[src/hw/rtl/abhe_pkg.sv]
package abhe_pkg;

   // Coefficient and datapath widths
   localparam int COEF_W     = 16;
   localparam int MUL_A_W    = COEF_W + 1;          // holds 65536 - c
   localparam int MUL_B_W    = 32;
   localparam int PROD_W     = MUL_A_W + MUL_B_W;   // 49
   localparam int ENV_W      = 32;
   localparam int LVL_W      = 16;
   localparam int AMP_W      = 7;
   localparam int SMOOTH_W   = 23;
   localparam int DEC_W      = 4;
   localparam int GATE_W     = 7;
   localparam int QUO_W      = 8;                   // 7 quotient bits plus overflow bit
   localparam int DIV_CNT_W  = 3;

   localparam logic [MUL_A_W-1:0] Q16_ONE   = 17'h10000;
   localparam logic [MUL_A_W-1:0] MAP_GAIN  = 17'd127;
   localparam logic [AMP_W-1:0]   AMP_MAX   = 7'd127;

   // Configuration port
   localparam int CSR_IDX_W  = 3;
   localparam int CSR_DATA_W = 16;

   localparam logic [CSR_IDX_W-1:0] REG_MUSIC_ENABLE  = 3'd0;
   localparam logic [CSR_IDX_W-1:0] REG_ENV_ALPHA     = 3'd1;
   localparam logic [CSR_IDX_W-1:0] REG_DECIMATION    = 3'd2;
   localparam logic [CSR_IDX_W-1:0] REG_FULL_SCALE    = 3'd3;
   localparam logic [CSR_IDX_W-1:0] REG_SMOOTH_FACTOR = 3'd4;
   localparam logic [CSR_IDX_W-1:0] REG_GATE_LEVEL    = 3'd5;

   localparam logic [COEF_W-1:0] RST_ENV_ALPHA     = 16'd3277;
   localparam logic [DEC_W-1:0]  RST_DECIMATION    = 4'd10;
   localparam logic [LVL_W-1:0]  RST_FULL_SCALE    = 16'd12000;
   localparam logic [COEF_W-1:0] RST_SMOOTH_FACTOR = 16'd19661;
   localparam logic [GATE_W-1:0] RST_GATE_LEVEL    = 7'd25;

   // Operand pair for the shared multiplier
   typedef struct packed {
      logic [MUL_A_W-1:0] a;
      logic [MUL_B_W-1:0] b;
   } mul_op_type;

endpackage

[src/hw/rtl/abhe_mul.sv]
module abhe_mul (
   input  logic                          clock,
   input  abhe_pkg::mul_op_type          op,
   output logic [abhe_pkg::PROD_W-1:0]   prod
);
   import abhe_pkg::*;

   logic [PROD_W-1:0] prod_ff;
   logic [PROD_W-1:0] prod_in;

   // unsigned 17 x 32, registered
   assign prod_in = PROD_W'(op.a) * PROD_W'(op.b);

   always_ff @(posedge clock) begin
      prod_ff <= prod_in;
   end

   assign prod = prod_ff;

endmodule

[src/hw/rtl/audio_bass_haptic_envelope.sv]
// Bass envelope to haptic amplitude. Sample transactions (cmd 0) feed the
// magnitude of every Nth sample of a buffer into a Q16 exponential envelope
// and track the running maximum of its integer part; the last sample of a
// buffer latches that maximum as the bass level. Tick transactions (cmd 1)
// map the bass level to 0..127 (level * 127 / full_scale, clamped), pass it
// through a second Q16 moving average, gate values below gate_level to zero
// and return one result: amplitude and drive_on. Sample transactions return
// nothing; with music_enable low every transaction is taken and dropped.
// Any write to music_enable clears the smoother. Configuration must be
// written only while the block is idle; the block does not enforce it.
// req_stall is high while a transaction is in work: a used sample runs E1
// to E3 and SFIN, a skipped (decimated) sample SFIN, a tick T1 to T5 with
// DIV and waits in T5 for the output register to drain; a disabled one
// starts no work. All filter arithmetic goes through one registered 17 x 32
// multiplier, two passes per filter update; the division by full_scale is
// a restoring divider retiring one quotient bit a cycle. An output register
// holds the result, so samples flow on while a result waits on rsp_stall.
module audio_bass_haptic_envelope #(
   parameter int SAMPLE_BITS = 16
) (
   input  logic                                  clock,
   input  logic                                  reset,

   input  logic                                  req_valid,
   output logic                                  req_stall,
   input  logic                                  req_cmd,
   input  logic signed [SAMPLE_BITS-1:0]         req_sample,
   input  logic                                  req_last_in_buffer,

   output logic                                  rsp_valid,
   input  logic                                  rsp_stall,
   output logic [abhe_pkg::AMP_W-1:0]            rsp_amplitude,
   output logic                                  rsp_drive_on,

   input  logic                                  csr_write_en,
   input  logic [abhe_pkg::CSR_IDX_W-1:0]        csr_index,
   input  logic [abhe_pkg::CSR_DATA_W-1:0]       csr_wdata
);
   import abhe_pkg::*;

   // Sequencer states
   localparam logic [3:0] ST_IDLE = 4'd0;
   localparam logic [3:0] ST_E1   = 4'd1;   // alpha * |x|
   localparam logic [3:0] ST_E2   = 4'd2;   // (1 - alpha) * envelope
   localparam logic [3:0] ST_E3   = 4'd3;   // sum, saturate
   localparam logic [3:0] ST_SFIN = 4'd4;   // running max, phase, buffer end
   localparam logic [3:0] ST_T1   = 4'd5;   // bass * 127
   localparam logic [3:0] ST_T2   = 4'd6;   // load divider
   localparam logic [3:0] ST_DIV  = 4'd7;   // one quotient bit per cycle
   localparam logic [3:0] ST_T3   = 4'd8;   // smooth * mapped
   localparam logic [3:0] ST_T4   = 4'd9;   // (1 - smooth) * smoothed
   localparam logic [3:0] ST_T5   = 4'd10;  // sum, gate, load output

   localparam int DIVR_W = SMOOTH_W;  // dividend bass * 127 fits 23 bits

   // Configuration registers
   logic                 enable_ff;
   logic [COEF_W-1:0]    alpha_ff;
   logic [DEC_W-1:0]     dec_ff;
   logic [LVL_W-1:0]     fs_ff;
   logic [COEF_W-1:0]    smooth_ff;
   logic [GATE_W-1:0]    gate_ff;

   // Filter state
   logic [ENV_W-1:0]     envelope_ff;
   logic [DEC_W-1:0]     phase_ff;
   logic [LVL_W-1:0]     block_max_ff;
   logic [LVL_W-1:0]     bass_ff;
   logic [SMOOTH_W-1:0]  smoothed_ff;

   // Sequencer and working registers
   logic [3:0]           state_ff, state_in;
   logic [MUL_B_W-1:0]   mag_ff;
   logic                 last_ff;
   logic                 used_ff;
   logic [PROD_W-1:0]    acc_ff;
   logic [DIVR_W-1:0]    rem_ff;
   logic [DIVR_W-1:0]    divisor_ff;
   logic [QUO_W-1:0]     quo_ff;
   logic [DIV_CNT_W-1:0] cnt_ff;

   // Output register
   logic                 rsp_valid_ff, rsp_valid_in;
   logic [AMP_W-1:0]     amp_ff;
   logic                 drive_ff;

   // Shared multiplier
   mul_op_type           mul_op;
   logic [PROD_W-1:0]    prod;

   abhe_mul u_mul (
      .clock (clock),
      .op    (mul_op),
      .prod  (prod)
   );

   logic                 req_take;
   logic                 slot_free;
   logic [SAMPLE_BITS-1:0] mag;
   logic [PROD_W-1:0]    filt_sum;
   logic [DIVR_W:0]      trial;
   logic [AMP_W-1:0]     mapped;
   logic [LVL_W-1:0]     lvl;
   logic [LVL_W-1:0]     max_new;
   logic [DEC_W-1:0]     dec_eff;
   logic [DEC_W-1:0]     phase_nxt;
   logic [DEC_W-1:0]     phase_wrap;
   logic [LVL_W-1:0]     fs_eff;
   logic [AMP_W-1:0]     amp_raw;
   logic [AMP_W-1:0]     amp_gated;

   assign req_stall = (state_ff != ST_IDLE);
   assign req_take  = req_valid && !req_stall;
   assign slot_free = !rsp_valid_ff || !rsp_stall;

   // |sample|; the most negative code maps to 2^(SAMPLE_BITS-1)
   assign mag = req_sample[SAMPLE_BITS-1] ? (~req_sample + 1'b1) : req_sample;

   // Q16 update: c*x + ((1-c)*old >> 16); acc holds c*x
   assign filt_sum = acc_ff + {16'd0, prod[PROD_W-1:16]};

   // restoring division step
   assign trial = {1'b0, rem_ff} - {1'b0, divisor_ff};

   // quotient of 128 or more clamps
   assign mapped = quo_ff[QUO_W-1] ? AMP_MAX : quo_ff[AMP_W-1:0];

   assign lvl     = envelope_ff[ENV_W-1:ENV_W-LVL_W];
   assign max_new = (used_ff && (lvl > block_max_ff)) ? lvl : block_max_ff;

   assign dec_eff    = (dec_ff == '0) ? DEC_W'(1) : dec_ff;
   assign phase_nxt  = phase_ff + 1'b1;
   assign phase_wrap = (phase_nxt >= dec_eff) ? '0 : phase_nxt;

   assign fs_eff = (fs_ff == '0) ? LVL_W'(1) : fs_ff;

   // smoothed value is below 2^23, so its integer part is at most 127
   assign amp_raw   = filt_sum[SMOOTH_W-1:16];
   assign amp_gated = (amp_raw < gate_ff) ? '0 : amp_raw;

   // Multiplier operand select
   always_comb begin
      mul_op = '0;
      unique case (state_ff)
         ST_E1: begin
            mul_op.a = MUL_A_W'(alpha_ff);
            mul_op.b = mag_ff;
         end
         ST_E2: begin
            mul_op.a = Q16_ONE - MUL_A_W'(alpha_ff);
            mul_op.b = envelope_ff;
         end
         ST_T1: begin
            mul_op.a = MAP_GAIN;
            mul_op.b = MUL_B_W'(bass_ff);
         end
         ST_T3: begin
            mul_op.a = MUL_A_W'(smooth_ff);
            mul_op.b = MUL_B_W'(mapped);
         end
         // operands held through T5 so the product stays put while the
         // output register is still busy
         ST_T4, ST_T5: begin
            mul_op.a = Q16_ONE - MUL_A_W'(smooth_ff);
            mul_op.b = MUL_B_W'(smoothed_ff);
         end
         default: begin
            mul_op = '0;
         end
      endcase
   end

   // Next state
   always_comb begin
      state_in = state_ff;
      unique case (state_ff)
         ST_IDLE: begin
            if (req_take && enable_ff) begin
               if (req_cmd) begin
                  state_in = ST_T1;
               end else if (phase_ff == '0) begin
                  state_in = ST_E1;
               end else begin
                  state_in = ST_SFIN;
               end
            end
         end
         ST_E1:   state_in = ST_E2;
         ST_E2:   state_in = ST_E3;
         ST_E3:   state_in = ST_SFIN;
         ST_SFIN: state_in = ST_IDLE;
         ST_T1:   state_in = ST_T2;
         ST_T2:   state_in = ST_DIV;
         ST_DIV: begin
            if (cnt_ff == '0) begin
               state_in = ST_T3;
            end
         end
         ST_T3:   state_in = ST_T4;
         ST_T4:   state_in = ST_T5;
         ST_T5: begin
            if (slot_free) begin
               state_in = ST_IDLE;
            end
         end
         default: state_in = ST_IDLE;
      endcase
   end

   // Output transaction
   always_comb begin
      rsp_valid_in = rsp_valid_ff;
      if (state_ff == ST_T5 && slot_free) begin
         rsp_valid_in = 1'b1;
      end else if (rsp_valid_ff && !rsp_stall) begin
         rsp_valid_in = 1'b0;
      end
   end

   // Control and filter state
   always_ff @(posedge clock) begin
      if (reset) begin
         state_ff     <= ST_IDLE;
         rsp_valid_ff <= 1'b0;
         enable_ff    <= 1'b0;
         alpha_ff     <= RST_ENV_ALPHA;
         dec_ff       <= RST_DECIMATION;
         fs_ff        <= RST_FULL_SCALE;
         smooth_ff    <= RST_SMOOTH_FACTOR;
         gate_ff      <= RST_GATE_LEVEL;
         envelope_ff  <= '0;
         phase_ff     <= '0;
         block_max_ff <= '0;
         bass_ff      <= '0;
         smoothed_ff  <= '0;
      end else begin
         state_ff     <= state_in;
         rsp_valid_ff <= rsp_valid_in;

         if (csr_write_en) begin
            unique case (csr_index)
               REG_MUSIC_ENABLE: begin
                  enable_ff   <= csr_wdata[0];
                  smoothed_ff <= '0;
               end
               REG_ENV_ALPHA:     alpha_ff  <= csr_wdata;
               REG_DECIMATION:    dec_ff    <= csr_wdata[DEC_W-1:0];
               REG_FULL_SCALE:    fs_ff     <= csr_wdata;
               REG_SMOOTH_FACTOR: smooth_ff <= csr_wdata;
               REG_GATE_LEVEL:    gate_ff   <= csr_wdata[GATE_W-1:0];
               default: ;
            endcase
         end

         if (state_ff == ST_E3) begin
            // saturate at 2^32-1
            envelope_ff <= (|filt_sum[PROD_W-1:ENV_W]) ? '1 : filt_sum[ENV_W-1:0];
         end

         if (state_ff == ST_SFIN) begin
            if (last_ff) begin
               bass_ff      <= max_new;
               block_max_ff <= '0;
               phase_ff     <= '0;
            end else begin
               block_max_ff <= max_new;
               phase_ff     <= phase_wrap;
            end
         end

         if (state_ff == ST_T5 && slot_free) begin
            smoothed_ff <= filt_sum[SMOOTH_W-1:0];
         end
      end
   end

   // Working registers, no reset
   always_ff @(posedge clock) begin
      if (req_take) begin
         mag_ff  <= {{(MUL_B_W-SAMPLE_BITS){1'b0}}, mag};
         last_ff <= req_last_in_buffer;
         used_ff <= (phase_ff == '0);
      end

      if (state_ff == ST_E2 || state_ff == ST_T4) begin
         acc_ff <= prod;
      end

      if (state_ff == ST_T2) begin
         rem_ff     <= prod[DIVR_W-1:0];
         divisor_ff <= {fs_eff, 7'd0};
         quo_ff     <= '0;
         cnt_ff     <= DIV_CNT_W'(QUO_W - 1);
      end else if (state_ff == ST_DIV) begin
         if (!trial[DIVR_W]) begin
            rem_ff <= trial[DIVR_W-1:0];
         end
         quo_ff     <= {quo_ff[QUO_W-2:0], ~trial[DIVR_W]};
         divisor_ff <= divisor_ff >> 1;
         cnt_ff     <= cnt_ff - 1'b1;
      end

      if (state_ff == ST_T5 && slot_free) begin
         amp_ff   <= amp_gated;
         drive_ff <= (amp_gated != '0);
      end
   end

   assign rsp_valid     = rsp_valid_ff;
   assign rsp_amplitude = amp_ff;
   assign rsp_drive_on  = drive_ff;

   // drive_on follows a nonzero amplitude
   a_drive_flag: assert property (@(posedge clock) disable iff (reset)
      rsp_valid |-> (rsp_drive_on == (rsp_amplitude != '0)))
      else $error("drive_on disagrees with amplitude");

   // a nonzero amplitude has passed the gate
   a_gate: assert property (@(posedge clock) disable iff (reset)
      (rsp_valid && (rsp_amplitude != '0)) |-> (rsp_amplitude >= gate_ff))
      else $error("amplitude below gate level");

   // disabled transactions are dropped
   a_disabled: assert property (@(posedge clock) disable iff (reset)
      (req_take && !enable_ff) |=> (state_ff == ST_IDLE))
      else $error("disabled transaction started work");

   // finishing a tick always presents a result
   a_result_load: assert property (@(posedge clock) disable iff (reset)
      (state_ff == ST_T5 && slot_free) |=> (rsp_valid && state_ff == ST_IDLE))
      else $error("tick result not loaded");

endmodule
[config.mk]
export PLATFORM = sky130hd
export DESIGN_NAME = audio_bass_haptic_envelope
export DESIGN_NICKNAME = d
export VERILOG_FILES = /design/src/hw/rtl/abhe_pkg.sv /design/src/hw/rtl/abhe_mul.sv /design/src/hw/rtl/audio_bass_haptic_envelope.sv
export SDC_FILE = /design/constraint.sdc
export NUM_CORES = 2
export LEC_CHECK = 0
export ABC_AREA = 1
export BUFFER_PORTS_ARGS = -buffer_cell sky130_fd_sc_hd__clkbuf_2
export CAP_MARGIN = 5
export CELL_PAD_IN_SITES_DETAIL_PLACEMENT = 2
export CELL_PAD_IN_SITES_GLOBAL_PLACEMENT = 2
export CORE_ASPECT_RATIO = 0.5
export CORE_MARGIN = 2
export CORE_UTILIZATION = 39
export DETAILED_ROUTE_END_ITERATION = 16
export PLACE_DENSITY_LB_ADDON = 0.1
export SYNTH_ARGS = -nofsm -noshare
export SYNTH_HDL_FRONTEND = slang
export SYNTH_SLANG_ARGS = --single-unit
[constraint.sdc]
create_clock -name clock -period 10 [get_ports clock]
set_input_delay 2.5 -clock clock [delete_from_list [all_inputs] [get_ports clock]]
set_output_delay 2.5 -clock clock [all_outputs]
set_load 0.1 [all_outputs]
==> flow_summary.json <==
{
  "status": "finished, final reports clean",
  "fmax_mhz": 105.2,
  "slew_violations": 0,
  "hold_class": "reg -> reg",
  "area_delta_synth_final_pct": 8.160,
  "syn_inst": 4852,
  "grt_max_degree": 86,
  "wl_mm": 150.5,
  "start_util_pct": 39.24,
  "ctsResizeCount": 0,
  "routed-via-count": 32997,
  "crit_path_frequent_cell": "nand2_1",
  "fp.dieW_um": 435.7,
  "cp_slowest_stage_delay_ns": 0.79,
  "yosys.cell_count.top_type": "nand2_1",
  "yosysTopAreaCell": "fa_1",
  "nFillCells": 10839,
  "synth.cell_area_sq_um": 36340,
  "critPathRequiredTime_ns": 10.42,
  "period_minus_slack_ns": 9.510,
  "die_area_sq_um": 95780,
  "min_from": "u_mul.prod[6]$_DFF_P_",
  "drc_errors": 0,
  "avgSynthCellArea_sq_um": 7.490,
  "synth_cell_types": 59,
  "synth_top_area_share_pct": 24.85,
  "crit_arrival_ns": 9.93,
  "fin_skew_ns": 0.04018,
  "synth_warnings": 0,
  "drt_iter0_drc": 2269,
  "ys.flop_type": "dfxtp_1",
  "hpwl_mm": 123.9,
  "cts_tree": "yes",
  "cts_hold_buf": 0,
  "cap_violations": 0,
  "numClockSinks": 337,
  "cts_buffers": 39,
  "cts_max_level": 2,
  "via_per_inst": 5.374,
  "synth_fp_nets": 5556,
  "track_usage_pct": 31.66,
  "critPathKind": "reg -> reg",
  "p_per_area_nw_per_um2": 154.2,
  "crit_family": "adder cells",
  "crit_buf_inv": 8,
  "clkTransAtPathRegs_ns": 0.06,
  "io_pins": 52,
  "overflow": 0,
  "whs_ns": 0.4381,
  "wl_per_cell_um": 24.51,
  "std_cell_rows": 79,
  "rr_startpoint": "state_ff[1]$_SDFFE_PP0P_",
  "ir_drop_mv": 0.1150,
  "finalCritPeriodShare_pct": 95.10,
  "die_h_um": 219.8,
  "ys_ff_latch": 337,
  "holdPathEnd": "acc_ff[6]$_DFFE_PP_",
  "setup_ws_ns": 0.4899,
  "grt_pass1_vias": 36861,
  "grt_pass1_wl_mm": 228.4,
  "hold_viol": 0,
  "nets": 5556,
  "async_reset_ff_share_pct": 0,
  "synthTopCellsByArea": "fa_1 25%, dfxtp_1 12%, nand2_1 12%, inv_1 11%, edfxtp_1 9.4%",
  "post-cts-setup-buffer-count": 0,
  "first_pass_iters": 5,
  "insertion_delay_ns": 0.61,
  "r2r_setup_slack_ns": 0.49,
  "worstMarginPinSlew_ns": 1.261,
  "port_buffers": 51,
  "cp_max_fo": 35,
  "antenna_found_initial": 8,
  "reg2reg_depth": 39,
  "root_buffer": "clkbuf_16",
  "coreArea_sq_um": 92620,
  "finalSetupViolations": 0,
  "p_leak_nw": 19.37,
  "drive_gt1_share_pct": 5.468,
  "cts_max_path_buffers": 3,
  "ys_seq_area_share_pct": 21.70,
  "relSlewSlack_pct": 15.90,
  "pre_cts_ws_ns": 0.6166,
  "slowest_stage": "nand2_1",
  "routabilityCongestion": 0.9143,
  "worstHoldPathCells": 0,
  "postRouteAntennaNets": 0,
  "rr_endpoint": "u_mul.prod[30]$_DFF_P_",
  "p_total_mw": 6.061,
  "fin_setup_tns_ns": 0,
  "yosys-top-cells-count": "1168 x nand2_1, 1100 x inv_1, 451 x fa_1, 392 x nor2_1, 289 x a21oi_1",
  "start_kind": "flop",
  "cp-end-kind": "flop",
  "synth_edf_count": 114
}
power by group:
group          switching [mW]  internal [mW]  total, mW  leakage [nW]
registers               0.145           1.64       1.78          2.85
logic                    2.13          0.673       2.80          15.9
clock network           0.661          0.819       1.48         0.622
total                    2.93           3.13       6.06          19.4
worst max-delay path by stage:
stage / start / end / slack, ns / cells past startpoint
2_1_floorplan: state_ff[3]$_SDFFE_PP0P_ / u_mul.prod[42]$_DFF_P_ / 2.98 / 39
3_3_place_gp: state_ff[1]$_SDFFE_PP0P_ / u_mul.prod[30]$_DFF_P_ / 0.93 / 39
3_5_place_dp: state_ff[1]$_SDFFE_PP0P_ / u_mul.prod[30]$_DFF_P_ / 0.62 / 39
4_1_cts: state_ff[1]$_SDFFE_PP0P_ / u_mul.prod[30]$_DFF_P_ / 0.60 / 39
5_1_grt: state_ff[1]$_SDFFE_PP0P_ / u_mul.prod[30]$_DFF_P_ / -0.003 / 39
6_report: state_ff[1]$_SDFFE_PP0P_ / u_mul.prod[30]$_DFF_P_ / 0.49 / 39
cells in the final DEF (no fill, tap or decap), types with 9 or more instances in the layout:
cell type and count:
o211ai_1 17, nor4_1 12, nand2_1 1167, a21oi_1 289, edfxtp_1 114, or2_2 14
nand3_1 138, a22oi_1 9, a221oi_1 17, nor2_1 387, xor2_1 59, fa_1 451
inv_1 1099, o21ai_0 199, nor3_1 27, nand4_1 36, ha_1 211, clkbuf_2 50
o21ai_1 9, xnor2_1 35, inv_2 18, nor2_2 27, clkbuf_1 11, o22ai_1 14
a31oi_1 31, buf_4 64, clkbuf_16 39, dfxtp_1 223
logic make-up (layout without fill, tap and decap cells):
kind of cell,after synthesis,count (layout),synth area share (%)
buffers and inverters,1277,1308,13.52
and+or+nand+nor,1844,1844,20.64
AOI/OAI and AO/OA,638,638,9.758
other,0,2,0
xor gates and xnor gates,94,94,2.266
DFF,337,337,21.70
adders and majority gates,662,662,32.11
per-layer routing:
layer	global-route usage, %	up-vias	share of wire [%]
li1	-	14769	-
met1	44.72	17271	47
met2	51.52	749	45
met3	3.586	208	5.1
met4	8.553	0	2.7
met5	0	-	0
through the flow:
| step | cells | utilization (%) | area (sq um) |
|---|---|---|---|
| final | 6140 | 42.44 | 39310 |
| after global placement | 6066 | 41.04 | 38010 |
| after global routing | 6138 | 42.43 | 39300 |
| after CTS | 6138 | 42.43 | 39300 |
| after detailed placement | 6066 | 41.04 | 38010 |
| after floorplan | 4852 | - | 36340 |
state kept, by name, summed over array words and instances, names as in the netlist, 3 cells and up:
signal / count
state_ff: 4
alpha_ff: 16
cnt_ff: 3
rem_ff: 23
phase_ff: 4
dec_ff: 4
acc_ff: 49
block_max_ff: 16
rsp_amplitude: 7
envelope_ff: 32
divisor_ff: 23
quo_ff: 8
mag_ff: 16
bass_ff: 16
smoothed_ff: 23
gate_ff: 7
u_mul.prod: 49
smooth_ff: 16
fs_ff: 16
area by class of cell:
class	count	area, sq um	share of cell area (%)
antenna	2	5.005	0.01273
clock buffer	54	1072	2.728
clock inverter	18	216.5	0.5507
inverter	1120	4207	10.70
multi-input combinational	3238	23580	59.98
sequential	337	7888	20.07
tap	1255	1570	3.995
timing repair buffer	116	770.7	1.961
(Power assumes the default switching activity.)
